<file path="src/rtl/core/eip5t_pkg.sv">
// eip5t_pkg: constants of the ethernet / 802.1Q / ipv4 / tcp-udp header parser
// used by ethernet_ipv4_five_tuple_parser_core; depends on nothing
`timescale 1ns / 1ps
`default_nettype none

package eip5t_pkg;

  // ethertypes and ip protocol numbers
  localparam logic [15:0] TYPE_VLAN = 16'h8100;
  localparam logic [15:0] TYPE_IPV4 = 16'h0800;
  localparam logic [7:0]  PROTO_TCP = 8'd6;
  localparam logic [7:0]  PROTO_UDP = 8'd17;

  // header geometry in bytes
  localparam int unsigned ETH_LEN    = 14;
  localparam int unsigned TAG_LEN    = 4;
  localparam int unsigned IP_MIN_LEN = 20;
  localparam int unsigned TYPE_HI    = 12;   // outer ethertype bytes
  localparam int unsigned TYPE_LO    = 13;
  localparam int unsigned ITYPE_HI   = 16;   // ethertype behind the tag
  localparam int unsigned ITYPE_LO   = 17;

  // byte positions inside the ip header
  localparam int unsigned IP_VER_IHL = 0;
  localparam int unsigned IP_LEN_HI  = 2;
  localparam int unsigned IP_LEN_LO  = 3;
  localparam int unsigned IP_PROTO   = 9;
  localparam int unsigned IP_SRC     = 12;
  localparam int unsigned IP_DST     = 16;

  // byte positions inside the transport header
  localparam int unsigned TR_PORT_END = 4;
  localparam int unsigned TR_SEQ_END  = 12;
  localparam int unsigned TR_FLAGS    = 13;

  // one result transaction
  typedef struct packed {
    logic        accepted;
    logic [7:0]  protocol;
    logic [31:0] src_addr;
    logic [31:0] dst_addr;
    logic [15:0] source_port;
    logic [15:0] dest_port;
    logic [15:0] ip_total_length;
    logic [3:0]  tcp_flag_bits;
    logic [31:0] tcp_sequence;
    logic [31:0] tcp_acknowledge;
    logic [63:0] packets_seen;
    logic [63:0] bytes_total;
  } result_t;

endpackage

`default_nettype wire

</file>
<file path="src/rtl/core/ethernet_ipv4_five_tuple_parser_core.sv">
// ethernet_ipv4_five_tuple_parser_core: byte-serial ethernet / vlan / ipv4 / tcp-udp parser
// depends on eip5t_pkg
//
//  channel | direction | ports                                   | moves
//  --------+-----------+-----------------------------------------+---------------------------
//  in_     | input     | in_valid, in_ready, in_data_byte,       | one frame byte per
//          |           | in_last_byte                            | transaction
//  out_    | output    | out_valid, out_ready, out_accepted ...  | one parse result per frame
//          |           | out_bytes_total                         | (on the last byte)
//
// one byte per clock sustained, unless a last byte waits on a held result: an input register
// feeds the capture logic, which updates the per-frame state and, on the last byte, loads
// the result register
// rst_n is synchronous, active low; it clears valid flags, frame state and both totals
// a stalled out_ready only holds back a last byte; non-last bytes keep flowing while a
// result waits, since they produce no result
`timescale 1ns / 1ps
`default_nettype none

module ethernet_ipv4_five_tuple_parser_core
  import eip5t_pkg::*;
#(
  parameter int OFFSET_BITS = 16
) (
  input  wire logic        clk,
  input  wire logic        rst_n,

  input  wire logic        in_valid,
  output logic             in_ready,
  input  wire logic [7:0]  in_data_byte,
  input  wire logic        in_last_byte,

  output logic             out_valid,
  input  wire logic        out_ready,
  output logic             out_accepted,
  output logic [7:0]       out_protocol,
  output logic [31:0]      out_src_addr,
  output logic [31:0]      out_dst_addr,
  output logic [15:0]      out_source_port,
  output logic [15:0]      out_dest_port,
  output logic [15:0]      out_ip_total_length,
  output logic [3:0]       out_tcp_flag_bits,
  output logic [31:0]      out_tcp_sequence,
  output logic [31:0]      out_tcp_acknowledge,
  output logic [63:0]      out_packets_seen,
  output logic [63:0]      out_bytes_total
);

  localparam int OB = OFFSET_BITS;

  // byte offsets at offset width
  localparam logic [OB-1:0] OFF_TYPE_HI  = OB'(TYPE_HI);
  localparam logic [OB-1:0] OFF_TYPE_LO  = OB'(TYPE_LO);
  localparam logic [OB-1:0] OFF_ITYPE_HI = OB'(ITYPE_HI);
  localparam logic [OB-1:0] OFF_ITYPE_LO = OB'(ITYPE_LO);
  localparam logic [OB-1:0] OFF_ETH      = OB'(ETH_LEN);
  localparam logic [OB-1:0] OFF_VLAN_IP  = OB'(ETH_LEN + TAG_LEN);
  localparam logic [OB-1:0] OFF_MIN_ETH  = OB'(ETH_LEN + IP_MIN_LEN - 1);
  localparam logic [OB-1:0] OFF_MIN_VLAN = OB'(ETH_LEN + TAG_LEN + IP_MIN_LEN - 1);
  localparam logic [OB-1:0] OFF_VER_IHL  = OB'(IP_VER_IHL);
  localparam logic [OB-1:0] OFF_LEN_HI   = OB'(IP_LEN_HI);
  localparam logic [OB-1:0] OFF_LEN_LO   = OB'(IP_LEN_LO);
  localparam logic [OB-1:0] OFF_PROTO    = OB'(IP_PROTO);
  localparam logic [OB-1:0] OFF_SRC      = OB'(IP_SRC);
  localparam logic [OB-1:0] OFF_DST      = OB'(IP_DST);
  localparam logic [OB-1:0] OFF_IP_END   = OB'(IP_MIN_LEN);
  localparam logic [OB-1:0] OFF_PORT_END = OB'(TR_PORT_END);
  localparam logic [OB-1:0] OFF_SEQ_END  = OB'(TR_SEQ_END);
  localparam logic [OB-1:0] OFF_FLAGS    = OB'(TR_FLAGS);

  // input register
  logic          s1_vld_r, s1_vld_nxt;
  logic [7:0]    s1_data_r;
  logic          s1_last_r;

  // per-frame capture state
  logic [OB-1:0] byte_offset_r, byte_offset_nxt;
  logic [15:0]   outer_type_r, outer_type_nxt;
  logic [15:0]   inner_type_r, inner_type_nxt;
  logic [3:0]    header_words_r, header_words_nxt;
  logic [15:0]   length_field_r, length_field_nxt;
  logic [7:0]    proto_field_r, proto_field_nxt;
  logic [31:0]   source_address_r, source_address_nxt;
  logic [31:0]   dest_address_r, dest_address_nxt;
  logic [31:0]   port_pair_r, port_pair_nxt;
  logic [63:0]   seq_ack_pair_r, seq_ack_pair_nxt;
  logic [3:0]    flag_capture_r, flag_capture_nxt;

  // running totals
  logic [63:0]   frame_counter_r, frame_counter_nxt;
  logic [63:0]   length_sum_r, length_sum_nxt;

  // result register
  logic          out_valid_r, out_valid_nxt;
  result_t       result_r, result_nxt;

  // handshake
  logic          in_acc;
  logic          s2_go;
  logic          s2_emit;

  // capture datapath
  logic          cur_vlan;
  logic [OB-1:0] ip_base;
  logic [OB-1:0] ip_pos;
  logic [3:0]    ihl;
  logic [OB-1:0] tr_start;
  logic [OB-1:0] tr_pos;

  // result datapath
  logic          end_vlan;
  logic [15:0]   end_type;
  logic [OB-1:0] end_min;
  logic          acc;
  logic          is_tcp;
  logic          is_udp;

  // a last byte may only move on when the result slot is free or being emptied
  assign s2_go    = s1_vld_r && (!s1_last_r || !out_valid_r || out_ready);
  assign s2_emit  = s2_go && s1_last_r;
  assign in_ready = !s1_vld_r || s2_go;
  assign in_acc   = in_valid && in_ready;

  always_comb begin
    s1_vld_nxt = s1_vld_r;
    if (in_acc) begin
      s1_vld_nxt = 1'b1;
    end else if (s2_go) begin
      s1_vld_nxt = 1'b0;
    end
  end

  // per-byte capture; mirrors the header walk one byte at a time
  always_comb begin
    outer_type_nxt     = outer_type_r;
    inner_type_nxt     = inner_type_r;
    header_words_nxt   = header_words_r;
    length_field_nxt   = length_field_r;
    proto_field_nxt    = proto_field_r;
    source_address_nxt = source_address_r;
    dest_address_nxt   = dest_address_r;
    port_pair_nxt      = port_pair_r;
    seq_ack_pair_nxt   = seq_ack_pair_r;
    flag_capture_nxt   = flag_capture_r;

    cur_vlan = (outer_type_r == TYPE_VLAN);
    ip_base  = cur_vlan ? OFF_VLAN_IP : OFF_ETH;
    ip_pos   = byte_offset_r - ip_base;
    ihl      = (ip_pos == OFF_VER_IHL) ? s1_data_r[3:0] : header_words_r;
    tr_start = ip_base + OB'({ihl, 2'b00});
    tr_pos   = byte_offset_r - tr_start;

    if (byte_offset_r == OFF_TYPE_HI || byte_offset_r == OFF_TYPE_LO) begin
      outer_type_nxt = {outer_type_r[7:0], s1_data_r};
    end else if (byte_offset_r >= OFF_ETH) begin
      if (cur_vlan && (byte_offset_r == OFF_ITYPE_HI || byte_offset_r == OFF_ITYPE_LO)) begin
        inner_type_nxt = {inner_type_r[7:0], s1_data_r};
      end
      if (byte_offset_r >= ip_base) begin
        // ip header fields
        if (ip_pos == OFF_VER_IHL) begin
          header_words_nxt = s1_data_r[3:0];
        end else if (ip_pos == OFF_LEN_HI || ip_pos == OFF_LEN_LO) begin
          length_field_nxt = {length_field_r[7:0], s1_data_r};
        end else if (ip_pos == OFF_PROTO) begin
          proto_field_nxt = s1_data_r;
        end else if (ip_pos >= OFF_SRC && ip_pos < OFF_DST) begin
          source_address_nxt = {source_address_r[23:0], s1_data_r};
        end else if (ip_pos >= OFF_DST && ip_pos < OFF_IP_END) begin
          dest_address_nxt = {dest_address_r[23:0], s1_data_r};
        end
        // transport fields; may overlap the ip header when ihl is short
        if (byte_offset_r >= tr_start) begin
          if (tr_pos < OFF_PORT_END) begin
            port_pair_nxt = {port_pair_r[23:0], s1_data_r};
          end else if (tr_pos < OFF_SEQ_END) begin
            seq_ack_pair_nxt = {seq_ack_pair_r[55:0], s1_data_r};
          end else if (tr_pos == OFF_FLAGS) begin
            flag_capture_nxt = {s1_data_r[4], s1_data_r[2:0]};
          end
        end
      end
    end
  end

  // saturating byte index
  always_comb begin
    byte_offset_nxt = byte_offset_r;
    if (byte_offset_r != {OB{1'b1}}) begin
      byte_offset_nxt = byte_offset_r + OB'(1);
    end
  end

  // result built from the state as it stands after this byte
  always_comb begin
    end_vlan = (outer_type_nxt == TYPE_VLAN);
    end_type = end_vlan ? inner_type_nxt : outer_type_nxt;
    end_min  = end_vlan ? OFF_MIN_VLAN : OFF_MIN_ETH;
    acc      = (end_type == TYPE_IPV4) && (byte_offset_r >= end_min);
    is_tcp   = acc && (proto_field_nxt == PROTO_TCP);
    is_udp   = acc && (proto_field_nxt == PROTO_UDP);

    frame_counter_nxt = frame_counter_r + 64'd1;
    length_sum_nxt    = length_sum_r + (acc ? {48'd0, length_field_nxt} : 64'd0);

    result_nxt                 = '0;
    result_nxt.accepted        = acc;
    result_nxt.packets_seen    = frame_counter_nxt;
    result_nxt.bytes_total     = length_sum_nxt;
    if (acc) begin
      result_nxt.protocol        = proto_field_nxt;
      result_nxt.src_addr        = source_address_nxt;
      result_nxt.dst_addr        = dest_address_nxt;
      result_nxt.ip_total_length = length_field_nxt;
    end
    if (is_tcp || is_udp) begin
      result_nxt.source_port = port_pair_nxt[31:16];
      result_nxt.dest_port   = port_pair_nxt[15:0];
    end
    if (is_tcp) begin
      result_nxt.tcp_flag_bits   = flag_capture_nxt;
      result_nxt.tcp_sequence    = seq_ack_pair_nxt[63:32];
      result_nxt.tcp_acknowledge = seq_ack_pair_nxt[31:0];
    end
  end

  always_comb begin
    out_valid_nxt = out_valid_r;
    if (s2_emit) begin
      out_valid_nxt = 1'b1;
    end else if (out_ready) begin
      out_valid_nxt = 1'b0;
    end
  end

  // input register
  always_ff @(posedge clk) begin
    if (!rst_n) begin
      s1_vld_r <= 1'b0;
    end else begin
      s1_vld_r <= s1_vld_nxt;
    end
    if (in_acc) begin
      s1_data_r <= in_data_byte;
      s1_last_r <= in_last_byte;
    end
  end

  // frame state: cleared after every last byte
  always_ff @(posedge clk) begin
    if (!rst_n || s2_emit) begin
      byte_offset_r    <= '0;
      outer_type_r     <= '0;
      inner_type_r     <= '0;
      header_words_r   <= '0;
      length_field_r   <= '0;
      proto_field_r    <= '0;
      source_address_r <= '0;
      dest_address_r   <= '0;
      port_pair_r      <= '0;
      seq_ack_pair_r   <= '0;
      flag_capture_r   <= '0;
    end else if (s2_go) begin
      byte_offset_r    <= byte_offset_nxt;
      outer_type_r     <= outer_type_nxt;
      inner_type_r     <= inner_type_nxt;
      header_words_r   <= header_words_nxt;
      length_field_r   <= length_field_nxt;
      proto_field_r    <= proto_field_nxt;
      source_address_r <= source_address_nxt;
      dest_address_r   <= dest_address_nxt;
      port_pair_r      <= port_pair_nxt;
      seq_ack_pair_r   <= seq_ack_pair_nxt;
      flag_capture_r   <= flag_capture_nxt;
    end
  end

  // running totals and result register
  always_ff @(posedge clk) begin
    if (!rst_n) begin
      frame_counter_r <= '0;
      length_sum_r    <= '0;
      out_valid_r     <= 1'b0;
    end else begin
      out_valid_r <= out_valid_nxt;
      if (s2_emit) begin
        frame_counter_r <= frame_counter_nxt;
        length_sum_r    <= length_sum_nxt;
      end
    end
    if (s2_emit) begin
      result_r <= result_nxt;
    end
  end

  assign out_valid           = out_valid_r;
  assign out_accepted        = result_r.accepted;
  assign out_protocol        = result_r.protocol;
  assign out_src_addr        = result_r.src_addr;
  assign out_dst_addr        = result_r.dst_addr;
  assign out_source_port     = result_r.source_port;
  assign out_dest_port       = result_r.dest_port;
  assign out_ip_total_length = result_r.ip_total_length;
  assign out_tcp_flag_bits   = result_r.tcp_flag_bits;
  assign out_tcp_sequence    = result_r.tcp_sequence;
  assign out_tcp_acknowledge = result_r.tcp_acknowledge;
  assign out_packets_seen    = result_r.packets_seen;
  assign out_bytes_total     = result_r.bytes_total;

endmodule

`default_nettype wire

</file>
<file path="config.mk">
export PLATFORM = sky130hd
export DESIGN_NAME = ethernet_ipv4_five_tuple_parser_core
export DESIGN_NICKNAME = d
export VERILOG_FILES = /design/src/rtl/core/eip5t_pkg.sv /design/src/rtl/core/ethernet_ipv4_five_tuple_parser_core.sv
export SDC_FILE = /design/constraint.sdc
export NUM_CORES = 1
export LEC_CHECK = 0
export CAP_MARGIN = 20
export CORE_UTILIZATION = 45
export CTS_CLUSTER_SIZE = 12
export DETAILED_ROUTE_END_ITERATION = 7
export DONT_BUFFER_PORTS = 1
export SLEW_MARGIN = 10
export SYNTH_ARGS = -nofsm -noshare
export SYNTH_HDL_FRONTEND = slang
export SYNTH_SLANG_ARGS = --single-unit
</file>
<file path="constraint.sdc">
create_clock -name clk -period 40.3 [get_ports clk]
set_input_delay 8.06 -clock clk [delete_from_list [all_inputs] [get_ports clk]]
set_output_delay 8.06 -clock clk [all_outputs]
set_load 0.1 [all_outputs]
</file>
Word level (Yosys, flattened, before mapping)
Index checks and enable logic that the tools add are counted.
Widths: inputs -> output; s select.
- $add $sub $neg: 6
- magnitude comparators: 10
- equality and inequality tests: 14
- muxes and demuxes: 57
- bitwise logic cells: 1
- reduce and logical (&&, ||, !) cells: 26
- operator list (kind ; number):
    $mux 32 ; 20
    $mux 64 ; 6
    $mux 16 ; 11
    $add 64x1->64 const B ; 1
    $add 64x16->64 ; 1
    $eq 16x4->1 const B ; 4
    $mux 8 ; 6
    $eq 16x16->1 const B ; 2
    $eq 16x2->1 const B ; 2
    $eq 16x5->1 const B ; 2
    $ge 16x4->1 const B ; 2
    $lt 16x5->1 const B ; 2
    $mux 4 ; 8
    $add 16x1->16 const B ; 1
    $eq 16x12->1 const B ; 1
    $ge 16x5->1 ; 1
    $ge 16x5->1 const B ; 1
    $ge 16x6->1 ; 1
    $ge 16x7->1 ; 1
    $logic_not 16->1 ; 1
    $lt 16x3->1 const B ; 1
    $lt 16x4->1 const B ; 1
    $ne 16x16->1 const B ; 1
    $sub 16x5->16 ; 1
    other kinds (14) ; 36
- register bits: 696
- input bits: 13
- output and inout bits: 319
- word-level logic and storage cells: 143

Longest topological paths before layout
Gate-level depths: netlist of run 1.
- depth after elaboration: 15
- gate-level depth with buffers: 29
- gate-level depth less buffers: 25

Worst setup path after synthesis of run 1
OpenSTA, ideal clock, no wires.
- kind: in2reg
- start: input port out_ready
- end: register result_r (netlist bit out_accepted) (enable)
- library setup time: 0.803 ns
- data arrival time: 17.671 ns
- required time: 39.497 ns
- path slack: 21.825 ns
- stages: 6
- buffers on the path: 2
- path through: nand3b_1 and2_0 nand2_1 inv_1 buf_1 buf_1
- cells in the longest elaborated chain, start to end: 3
- ends and longest elaborated chain (element ; RTL line ; RTL):
    start, declared ; ethernet_ipv4_five_tuple_parser_core.sv:34 ; input wire logic out_ready,
    $logic_or 1x1->1 ; ethernet_ipv4_five_tuple_parser_core.sv:119 ; assign s2_go = s1_vld_r && (!s1_last_r || !out_valid_r || out_ready);
    $logic_and 1x1->1 ; ethernet_ipv4_five_tuple_parser_core.sv:119 ;
    $logic_and 1x1->1 ; ethernet_ipv4_five_tuple_parser_core.sv:120 ; assign s2_emit = s2_go && s1_last_r;
    end signal, assigned ; ethernet_ipv4_five_tuple_parser_core.sv:292 ; result_r <= result_nxt;
    end, declared ; ethernet_ipv4_five_tuple_parser_core.sv:95 ; result_t result_r, result_nxt;
Every way passes these cells.
A chain may end at the register's enable or synchronous reset.

Final worst setup path of run 1
- start: input port out_ready
- end: output port in_ready
- cells in the longest elaborated chain, start to end: 3
- ends and longest elaborated chain (element ; RTL line ; RTL):
    $logic_or 1x1->1 ; ethernet_ipv4_five_tuple_parser_core.sv:119 ;
    $logic_and 1x1->1 ; ethernet_ipv4_five_tuple_parser_core.sv:119 ;
    $logic_or 1x1->1 ; ethernet_ipv4_five_tuple_parser_core.sv:121 ; assign in_ready = !s1_vld_r || s2_go;
    end, declared ; ethernet_ipv4_five_tuple_parser_core.sv:29 ; output logic in_ready,
Every way passes these cells.

==> metrics, run 1 <==
Peak VDD IR 0.0298 mV; max-cap violation count 0; Max clock buf depth 3; Power Internal 1170 uW; Req. time, crit path 32.24 ns; drc violations 0; Synth top area share 0.317; worst path bufs/invs 1; CTS tree yes; vias 22644; # nets final 3214; FMAX 60.4 MHz; FF+latch count, synth 696; Post-Synthesis Cells 3247; max-slew violations 0; Primary FF master, synth dfxtp_1; Die Area 69700 um2; sw frac 0.214; Area Growth Syn to Fin 10.3%; Synth area leader edfxtp_1; WL final 76.9 mm; post-CTS sizing 0; Num CTS Buffers 77; Final GP Congestion 0.890; post-route ant nets 0; Mean Syn Cell Area 9.51 um2; crit-path max cell delay 0.28 ns; wire per inst 18.8 um; hpwl dp 49.8 mm; Post-DP Area 31500 um2; Min-Delay Path Class reg -> reg; hold buffers post-CTS 0; clock share of power 0.475; final setup TNS 0 ns; Final Critical Period 16.56 ns; Fin. Hold Viols 0; Switch Pwr 318 uW; ys async rst share 0; final core utilization 0.504; critical path cell sequence nand4b_1 > buf_4; Top delay family on crit path buffers and inverters; Ant. Diodes 0; min setup slack post-route 23.74 ns; Starting Density 0.457; Cell variety after synth 73; WS Path Type in -> out; Worst-path clk slew 0.06 ns; Setup crit start kind primary input; final period utilization 0.411; Slew @ Worst Pin 1.11 ns; First DRT Iteration DRCs 1862; most frequent cells after synthesis 765 x nand2_1, 396 x a21oi_1, 370 x dfxtp_1, 326 x edfxtp_1, 297 x nor2_1; Worst path slowest cell buf_4; cell row count 95; DIE HEIGHT 264 um; Max-slew headroom 0.255; Synth area leaders edfxtp_1 32%, dfxtp_1 24%, nand2_1 9.3%; Post-Syn Area 30900 um2; status finished clean; H-tree levels 3; via/cell ratio 5.53; power share of the sequential group 0.509; Die Wd 264 um; CP Capture Type output port; syn nets 3300; Worst Path Max Fanout 3; # setup viols final 0; core area 67500 um2; first-pass detailed-route iteration total 5; Clock Skew 0.0243 ns; Clock Latency Late Sink 0.62 ns; P_leak 0.0115 uW; Global Route Usage Sum 0.216; vias in the first global route 21364; antenna violations before repair 2; # Post-CTS Setup Buffers 0; clock root buffer clkbuf_16; Post-synth EDFFs 326; fin area 34100 um2; DP Worst Slack 23.75 ns; power density cells 43.6 nW/um2; Comb pwr share 0.016; largest net degree at the start of global routing 105; total gr overflow 0; Clock Sinks 696; Port Buf Inserts 0; layout cells sized above 1 0.0617; sequential element share of the synthesized area 0.557; first-pass GRT wire length 121 mm; RSZ-0062 raised after global routing false; Fin Hold WS 0.447 ns; I/O pin count 332; Worst Path Arrival 8.50 ns; Yosys Warn Count 0; most common cell in the netlist nand2_1
stage by stage:
stage               power, uW  cells
finish                   1480   4097
global route             1530   4097
CTS                      1500   4095
detailed placement        794   3953
global placement          793   3952
floorplan                 789   3247
tightest hold or removal path, cell delays in order, from the launching register on:
cell and delay (ns):
dfxtp_1 0.30, nand2_1 0.05, a21oi_1 0.05
power by group through the flow:
stage | clock network (uW) | registers [uW] | logic, uW
floorplan | 0 | 774 | 15.6
global placement | 0 | 770 | 23.4
detailed placement | 0 | 770 | 24.0
CTS | 723 | 755 | 24.0
global route | 750 | 755 | 26.2
finish | 705 | 755 | 23.9
routing by layer:
layer  wire length (um)  vias up  GRT usage
met3               4600      122     0.0427
li1                   -    10994          -
met2              36600      671      0.351
met4               2090        4     0.0735
met5                 19        -          0
met1              33600    10853      0.288
area by class of cell:
| type | instances | area (um2) |
|---|---|---|
| clock buffer | 119 | 2250 |
| clock inverter | 23 | 294 |
| fill | 6107 | 33500 |
| inverter | 31 | 125 |
| multi-input combinational | 2313 | 12700 |
| sequential | 696 | 17200 |
| tap | 873 | 1090 |
| timing repair buffer | 42 | 350 |
path summary, 6_finish.rpt:
path                     from              endpoint  slack [ns]  cells past startpoint
max                 out_ready              in_ready       23.74                      2
min          outer_type_r[13]      outer_type_r[13]        0.45                      2
max reg2reg   outer_type_r[2]  out_tcp_sequence[23]       31.81                     23
min reg2reg  outer_type_r[13]      outer_type_r[13]        0.45                      2
flip-flops by register name, summed over array words and instances (netlist names), 32 cells and up:
name	cells
length_sum_r	64
out_tcp_acknowledge	32
out_packets_seen	64
seq_ack_pair_r	64
frame_counter_r	64
out_src_addr	32
out_dst_addr	32
dest_address_r	32
source_address_r	32
port_pair_r	32
out_tcp_sequence	32
out_bytes_total	64
placed cells by master (no fill, tap or decap), types with 12 or more instances in the layout:
cell type	synthesis	final
clkbuf_8	0	14
inv_1	30	29
nand3_1	62	62
and2_1	17	17
dfxtp_1	370	370
edfxtp_1	326	326
nor4_1	28	28
clkbuf_1	135	27
ha_1	36	36
nand4_1	40	40
and4_1	12	12
xnor2_1	111	111
clkbuf_16	0	78
o21ai_0	74	74
nor2_1	297	297
or4_1	13	12
or3_1	37	37
buf_4	2	39
and3_1	24	24
xor2_1	110	110
a21oi_1	396	396
mux2i_1	85	85
nor3_1	53	52
nand2_1	765	762
cells by family (layout without fill, tap and decap cells):
kind of cell / Yosys count / after routing / synth area share
simple gates: 1414 / 1414 / 0.204
flops: 696 / 696 / 0.557
compound gates: 548 / 548 / 0.0967
buf+inv: 238 / 215 / 0.0332
xor+xnor: 221 / 221 / 0.0627
mux: 90 / 90 / 0.0295
fa+ha+maj: 40 / 40 / 0.0172
(Power assumes the default switching activity.)
==> inputs of run 2 (changes only) <==
==> constraint.sdc (replaced) <==
create_clock -name clk -period 13.5 [get_ports clk]
set_input_delay 2.7 -clock clk [delete_from_list [all_inputs] [get_ports clk]]
set_output_delay 2.7 -clock clk [all_outputs]
set_load 0.1 [all_outputs]
==> metrics, run 2 (synthesized netlist as in run 1, its figures left out) <==
power density cells 129 nW/um2 (+200%); # nets final 3215 (+0.031%); Req. time, crit path 13.97 ns (-18.27 ns); layout cells sized above 1 0.0639 (+0.00215); core area 67500 um2 (unchanged); met1 Use GR 0.288 (about the same); I/O pin count 332 (unchanged); hpwl dp 49.8 mm (about the same); wire per inst 19.0 um (+1.2%); Port Buf Inserts 0 (unchanged); first-pass detailed-route iteration total 5 (unchanged); WL final 77.8 mm (+1.2%); final period utilization 0.613; most frequent cells in the layout 762 x nand2_1, 396 x a21oi_1, 370 x dfxtp_1; # setup viols final 0 (unchanged); Global Route Usage Sum 0.215 (-0.000702); H-tree levels 3 (unchanged); Final GP Congestion 0.887 (-0.29%); met3 Usage GRT 0.0419 (-0.000839); final setup TNS 0 ns (unchanged); Num CTS Buffers 78 (+1.3%); fillers 6175 (+1.1%); # Post-CTS Setup Buffers 0 (unchanged); Post-DP Area 31500 um2 (about the same); hold buffers post-CTS 0 (unchanged); vias 22708 (+0.28%); Peak VDD IR 0.108 mV (+260%); Min-Delay Path Depth 2 (unchanged); max-slew violations 0 (unchanged); max-cap violation count 0 (unchanged); Worst Path Arrival 8.74 ns (+0.24 ns); Worst-path clk slew 0.06 ns (about the same); antenna violations before repair 0 (-2); vias in the first global route 21158 (-0.96%); final core utilization 0.505 (about the same); Min-Delay Path Class reg -> reg; GRT busiest layer met2; First DRT Iteration DRCs 1676 (-10%); FMAX 121 MHz; Worst Hold End outer_type_r[13]; post-route ant nets 0 (unchanged); post-CTS sizing 0 (unchanged); total gr overflow 0 (unchanged); Die Area 69700 um2 (unchanged); Reg2Reg Setup Slack 5.23 ns (-26.58 ns); Clock Latency Late Sink 0.62 ns (about the same); status finished clean; Max clock buf depth 3 (unchanged); Max-slew headroom 0.232 (-0.0239); Ant. Diodes 0 (unchanged); WS Path Type reg -> reg; via/cell ratio 5.54 (+0.26%); Starting Density 0.457 (unchanged); Fin. Hold Viols 0 (unchanged); Crit Reg-Reg Endpoint seq_ack_pair_r[21]; Clock Sinks 696 (unchanged); Die Wd 264 um (unchanged); Slew @ Worst Pin 1.14 ns (+0.0355 ns); largest net degree at the start of global routing 171 (+63%); Final Critical Period 8.27 ns; P_leak 0.0115 uW (+0.12%); Worst Path Max Fanout 39 (+36); Area Growth Syn to Fin 10.3% (about the same); DIE HEIGHT 264 um (unchanged); fin area 34100 um2 (about the same); CTS tree yes; clock root buffer clkbuf_16; Hold Startpoint outer_type_r[13]; drc violations 0 (unchanged); CP Capture Type flop; grt met2 use 0.349 (-0.00185); first-pass GRT wire length 120 mm (-0.51%); most common cell after layout, fill and taps aside nand2_1; RSZ-0062 raised after global routing false; Setup crit start kind flop; Clock Skew 0.0315 ns (+0.00728 ns); worst flop-to-flop path startpoint outer_type_r[2]; cell row count 95 (unchanged); worst reg-to-reg path cell count 23 (unchanged)
-- run 2: cell count changes in the layout (fill, tap and decap cells not counted), sizes merged --
cell      previous run  this run
clkinv              14        20
clkbuf             119       115
bufinv               6         3
clkinvlp             1         2
inv                 33        34
-- run 2: power by group --
part           switching, uW  internal (uW)
clock                    853           1220
sequential              45.3           2210
combinational           62.8           10.0
-- run 2: worst max-delay path, stage by stage (launching register included) --
cell and delay (ns):
dfxtp_1 0.32, or4_1 0.54, nor4_1 0.36, nand2_1 0.31, inv_1 0.21, ha_1 0.28
a211oi_1 0.31, o21ai_1 0.14, xor2_1 0.35, nand4_2 0.45, nor3_1 0.64, mux2_2 0.41
ha_1 0.21, fa_1 0.49, inv_1 0.04, ha_1 0.33, and2b_1 0.20, o21ai_0 0.18
a211oi_1 0.09, or4_1 0.74, or4_2 1.02, buf_12 0.31, nand2_1 0.09, a21oi_1 0.06
-- run 2: final cells by class --
cell class                 instances  area [um2]  share of cell area
sequential                       696       17200               0.505
tap                              873        1090              0.0321
inverter                          31         125             0.00367
timing repair buffer              42         388              0.0114
clock inverter                    28         246             0.00724
clock buffer                     115        2270              0.0665
multi-input combinational       2313       12700               0.374
-- run 2: metrics by stage --
step                instances  setup WS (ns)  hold slack (ns)  power (uW)
floorplan                3247          0.385            0.426        2360
global placement         3951           5.47            0.434        2370
detailed placement       3952           5.29            0.446        2370
CTS                      4095           5.29            0.455        4460
global route             4098           4.72            0.468        4540
finish                   4098           5.23            0.452        4400
-- run 2: worst max path at each step --
stage	startpoint	end	slack, ns
6_report	outer_type_r[2]	seq_ack_pair_r[21]	5.23
5_1_grt	outer_type_r[4]	seq_ack_pair_r[36]	4.72
4_1_cts	outer_type_r[2]	seq_ack_pair_r[21]	5.29
3_5_place_dp	outer_type_r[2]	seq_ack_pair_r[21]	5.29
3_3_place_gp	outer_type_r[2]	seq_ack_pair_r[27]	5.47
2_1_floorplan	out_ready	out_accepted	0.39
-- run 2: layer usage --
layer	wire [um]	part of all wire
met1	34300	0.44
met2	37000	0.48
met3	4200	0.054
met4	2280	0.029
met5	0	0
==> inputs of run 3 (changes only) <==
==> constraint.sdc (replaced) <==
create_clock -name clk -period 8.2 [get_ports clk]
set_input_delay 1.64 -clock clk [delete_from_list [all_inputs] [get_ports clk]]
set_output_delay 1.64 -clock clk [all_outputs]
set_load 0.1 [all_outputs]
==> metrics, run 3 (synthesized netlist as in run 1, its figures left out) <==
status finished clean; most common cell after layout, fill and taps aside nand2_1; vias in the first global route 20967 (-0.90%); Fin. Hold Viols 0 (unchanged); Reg2Reg Setup Slack 0.63 ns (-4.60 ns); Final Critical Period 7.57 ns (-0.698 ns); Worst path slowest cell or4_2; Clock Sinks 696 (unchanged); antenna violations before repair 1 (+1); Worst-path clk slew 0.06 ns (about the same); Clock Latency Late Sink 0.62 ns (about the same); post-CTS sizing 0 (unchanged); CP Capture Type flop; total gr overflow 0 (unchanged); worst reg-to-reg path cell count 25 (+8.7%); Die Wd 264 um (unchanged); Max-slew headroom 0.303 (+0.0713); power density cells 210 nW/um2 (+62%); Worst Path Arrival 8.02 ns (-0.72 ns); crit-path max cell delay 0.66 ns (-0.36 ns); min setup slack post-route 0.629 ns (-4.60 ns); Min-Delay Path Class reg -> reg; worst flop-to-flop path startpoint outer_type_r[2]; Crit Reg-Reg Endpoint seq_ack_pair_r[60]; Worst Hold End source_address_r[27]; hpwl dp 49.4 mm (-0.72%); Power Internal 5540 uW (+61%); Die Area 69700 um2 (unchanged); clock share of power 0.462 (-0.010); sw frac 0.222 (+0.00398); H-tree levels 3 (unchanged); max-cap violation count 0 (unchanged); Ant. Diodes 0 (unchanged); most frequent cells in the layout 762 x nand2_1, 396 x a21oi_1, 370 x dfxtp_1; core area 67500 um2 (unchanged); # setup viols final 0 (unchanged); Fin Hold WS 0.452 ns (+0.000430 ns); wire per inst 19.1 um (+0.48%); Min-Delay Path Depth 2 (unchanged); CTS tree yes; Max clock buf depth 3 (unchanged); I/O pin count 332 (unchanged); # Post-CTS Setup Buffers 0 (unchanged); largest net degree at the start of global routing 187 (+9.4%); Clock Skew 0.0342 ns (+0.00269 ns); post-route ant nets 0 (unchanged); Port Buf Inserts 0 (unchanged); first-pass detailed-route iteration total 6 (+1); # nets final 3220 (+0.16%); Num CTS Buffers 77 (-1.3%); layout cells sized above 1 0.0641 (+0.000231); drc violations 0 (unchanged); final setup TNS 0 ns (unchanged); Comb pwr share 0.017 (about the same); clock root buffer clkbuf_16; First DRT Iteration DRCs 2076 (+24%); first-pass GRT wire length 121 mm (+0.45%); Final GP Congestion 0.897 (+1.1%); vias 22730 (+0.097%); FMAX 132 MHz (+9.2%); Req. time, crit path 8.65 ns (-5.32 ns); P_leak 0.0115 uW (-0.30%); Hold Startpoint source_address_r[27]; max-slew violations 0 (unchanged); WL final 78.3 mm (+0.58%); Area Growth Syn to Fin 10.1%; cell row count 95 (unchanged); hold buffers post-CTS 0 (unchanged); RSZ-0062 raised after global routing false; Setup crit start kind flop; Global Route Usage Sum 0.217 (+0.00185); Switch Pwr 1580 uW (+65%); total power 7120 uW (+62%); Worst Path Max Fanout 64 (+64%); power share of the sequential group 0.521 (+0.009); Peak VDD IR 0.153 mV (+41%); Starting Density 0.457 (unchanged); via/cell ratio 5.54 (about the same); final period utilization 0.923 (+0.311); Slew @ Worst Pin 1.04 ns (-0.0996 ns); WS Path Type reg -> reg; DP Worst Slack 0.718 ns (-4.57 ns); DIE HEIGHT 264 um (unchanged)
[run 3: changes by cell type in the layout (fill, tap and decap cells not counted), sizes merged]
cell    change
bufinv      -3
buf         +6
clkinv      +3
clkbuf      -2
[run 3: metrics by stage]
stage                     instances  cell area, um2  utilization
after CTS                      4102           34000        0.503
after detailed placement       3961           31600        0.468
final                          4102           34000        0.503
after global routing           4102           34000        0.503
after global placement         3960           31600        0.468
after floorplan                3247           30900            -
[run 3: worst max-delay path by stage]
stage	from	end	slack [ns]	depth (start not counted)
floorplan	out_ready	out_accepted	0.80	6
global placement	outer_type_r[2]	out_tcp_sequence[28]	0.86	25
detailed placement	outer_type_r[2]	seq_ack_pair_r[60]	0.72	25
CTS	outer_type_r[2]	seq_ack_pair_r[60]	0.71	25
global route	outer_type_r[2]	seq_ack_pair_r[9]	0.08	25
finish	outer_type_r[2]	seq_ack_pair_r[60]	0.63	25
[run 3: layout make-up]
class	instances	area (um2)
fillers	6109	33500
flip-flops and latches	696	17200
multi-input cells	2313	12700
clock buffers	113	2220
well taps	873	1090
repair buffers	48	430
clock inverters	28	173
inverters	31	125
[run 3: power groups by stage]
stage                     sequential (uW)  combinational (uW)  clock [uW]
final                                3710                 120        3290
after floorplan                      3790                76.9           0
after global routing                 3710                 131        3520
after CTS                            3710                 122        3380
after global placement               3790                 120           0
after detailed placement             3790                 122           0
[run 3: per-layer routing]
metal | up-vias | GRT usage | routed length, um
met5 | - | 0 | 7
met4 | 2 | 0.0721 | 2190
met3 | 135 | 0.0442 | 4550
met2 | 635 | 0.340 | 36500
met1 | 10959 | 0.300 | 35000
li1 | 10999 | - | -
[run 3: critical path: cells and delay by family (launching register included)]
| kind | cells | cell delay [ns] |
|---|---|---|
| AND/OR/NAND/NOR | 9 | 3.29 |
| flip-flops | 1 | 0.31 |
| adder cells (fa/ha/maj) | 4 | 1.32 |
| AO/OA/AOI/OAI | 5 | 0.82 |
| XOR/XNOR | 1 | 0.35 |
| multiplexers | 1 | 0.33 |
| buffers and inverters | 5 | 0.99 |
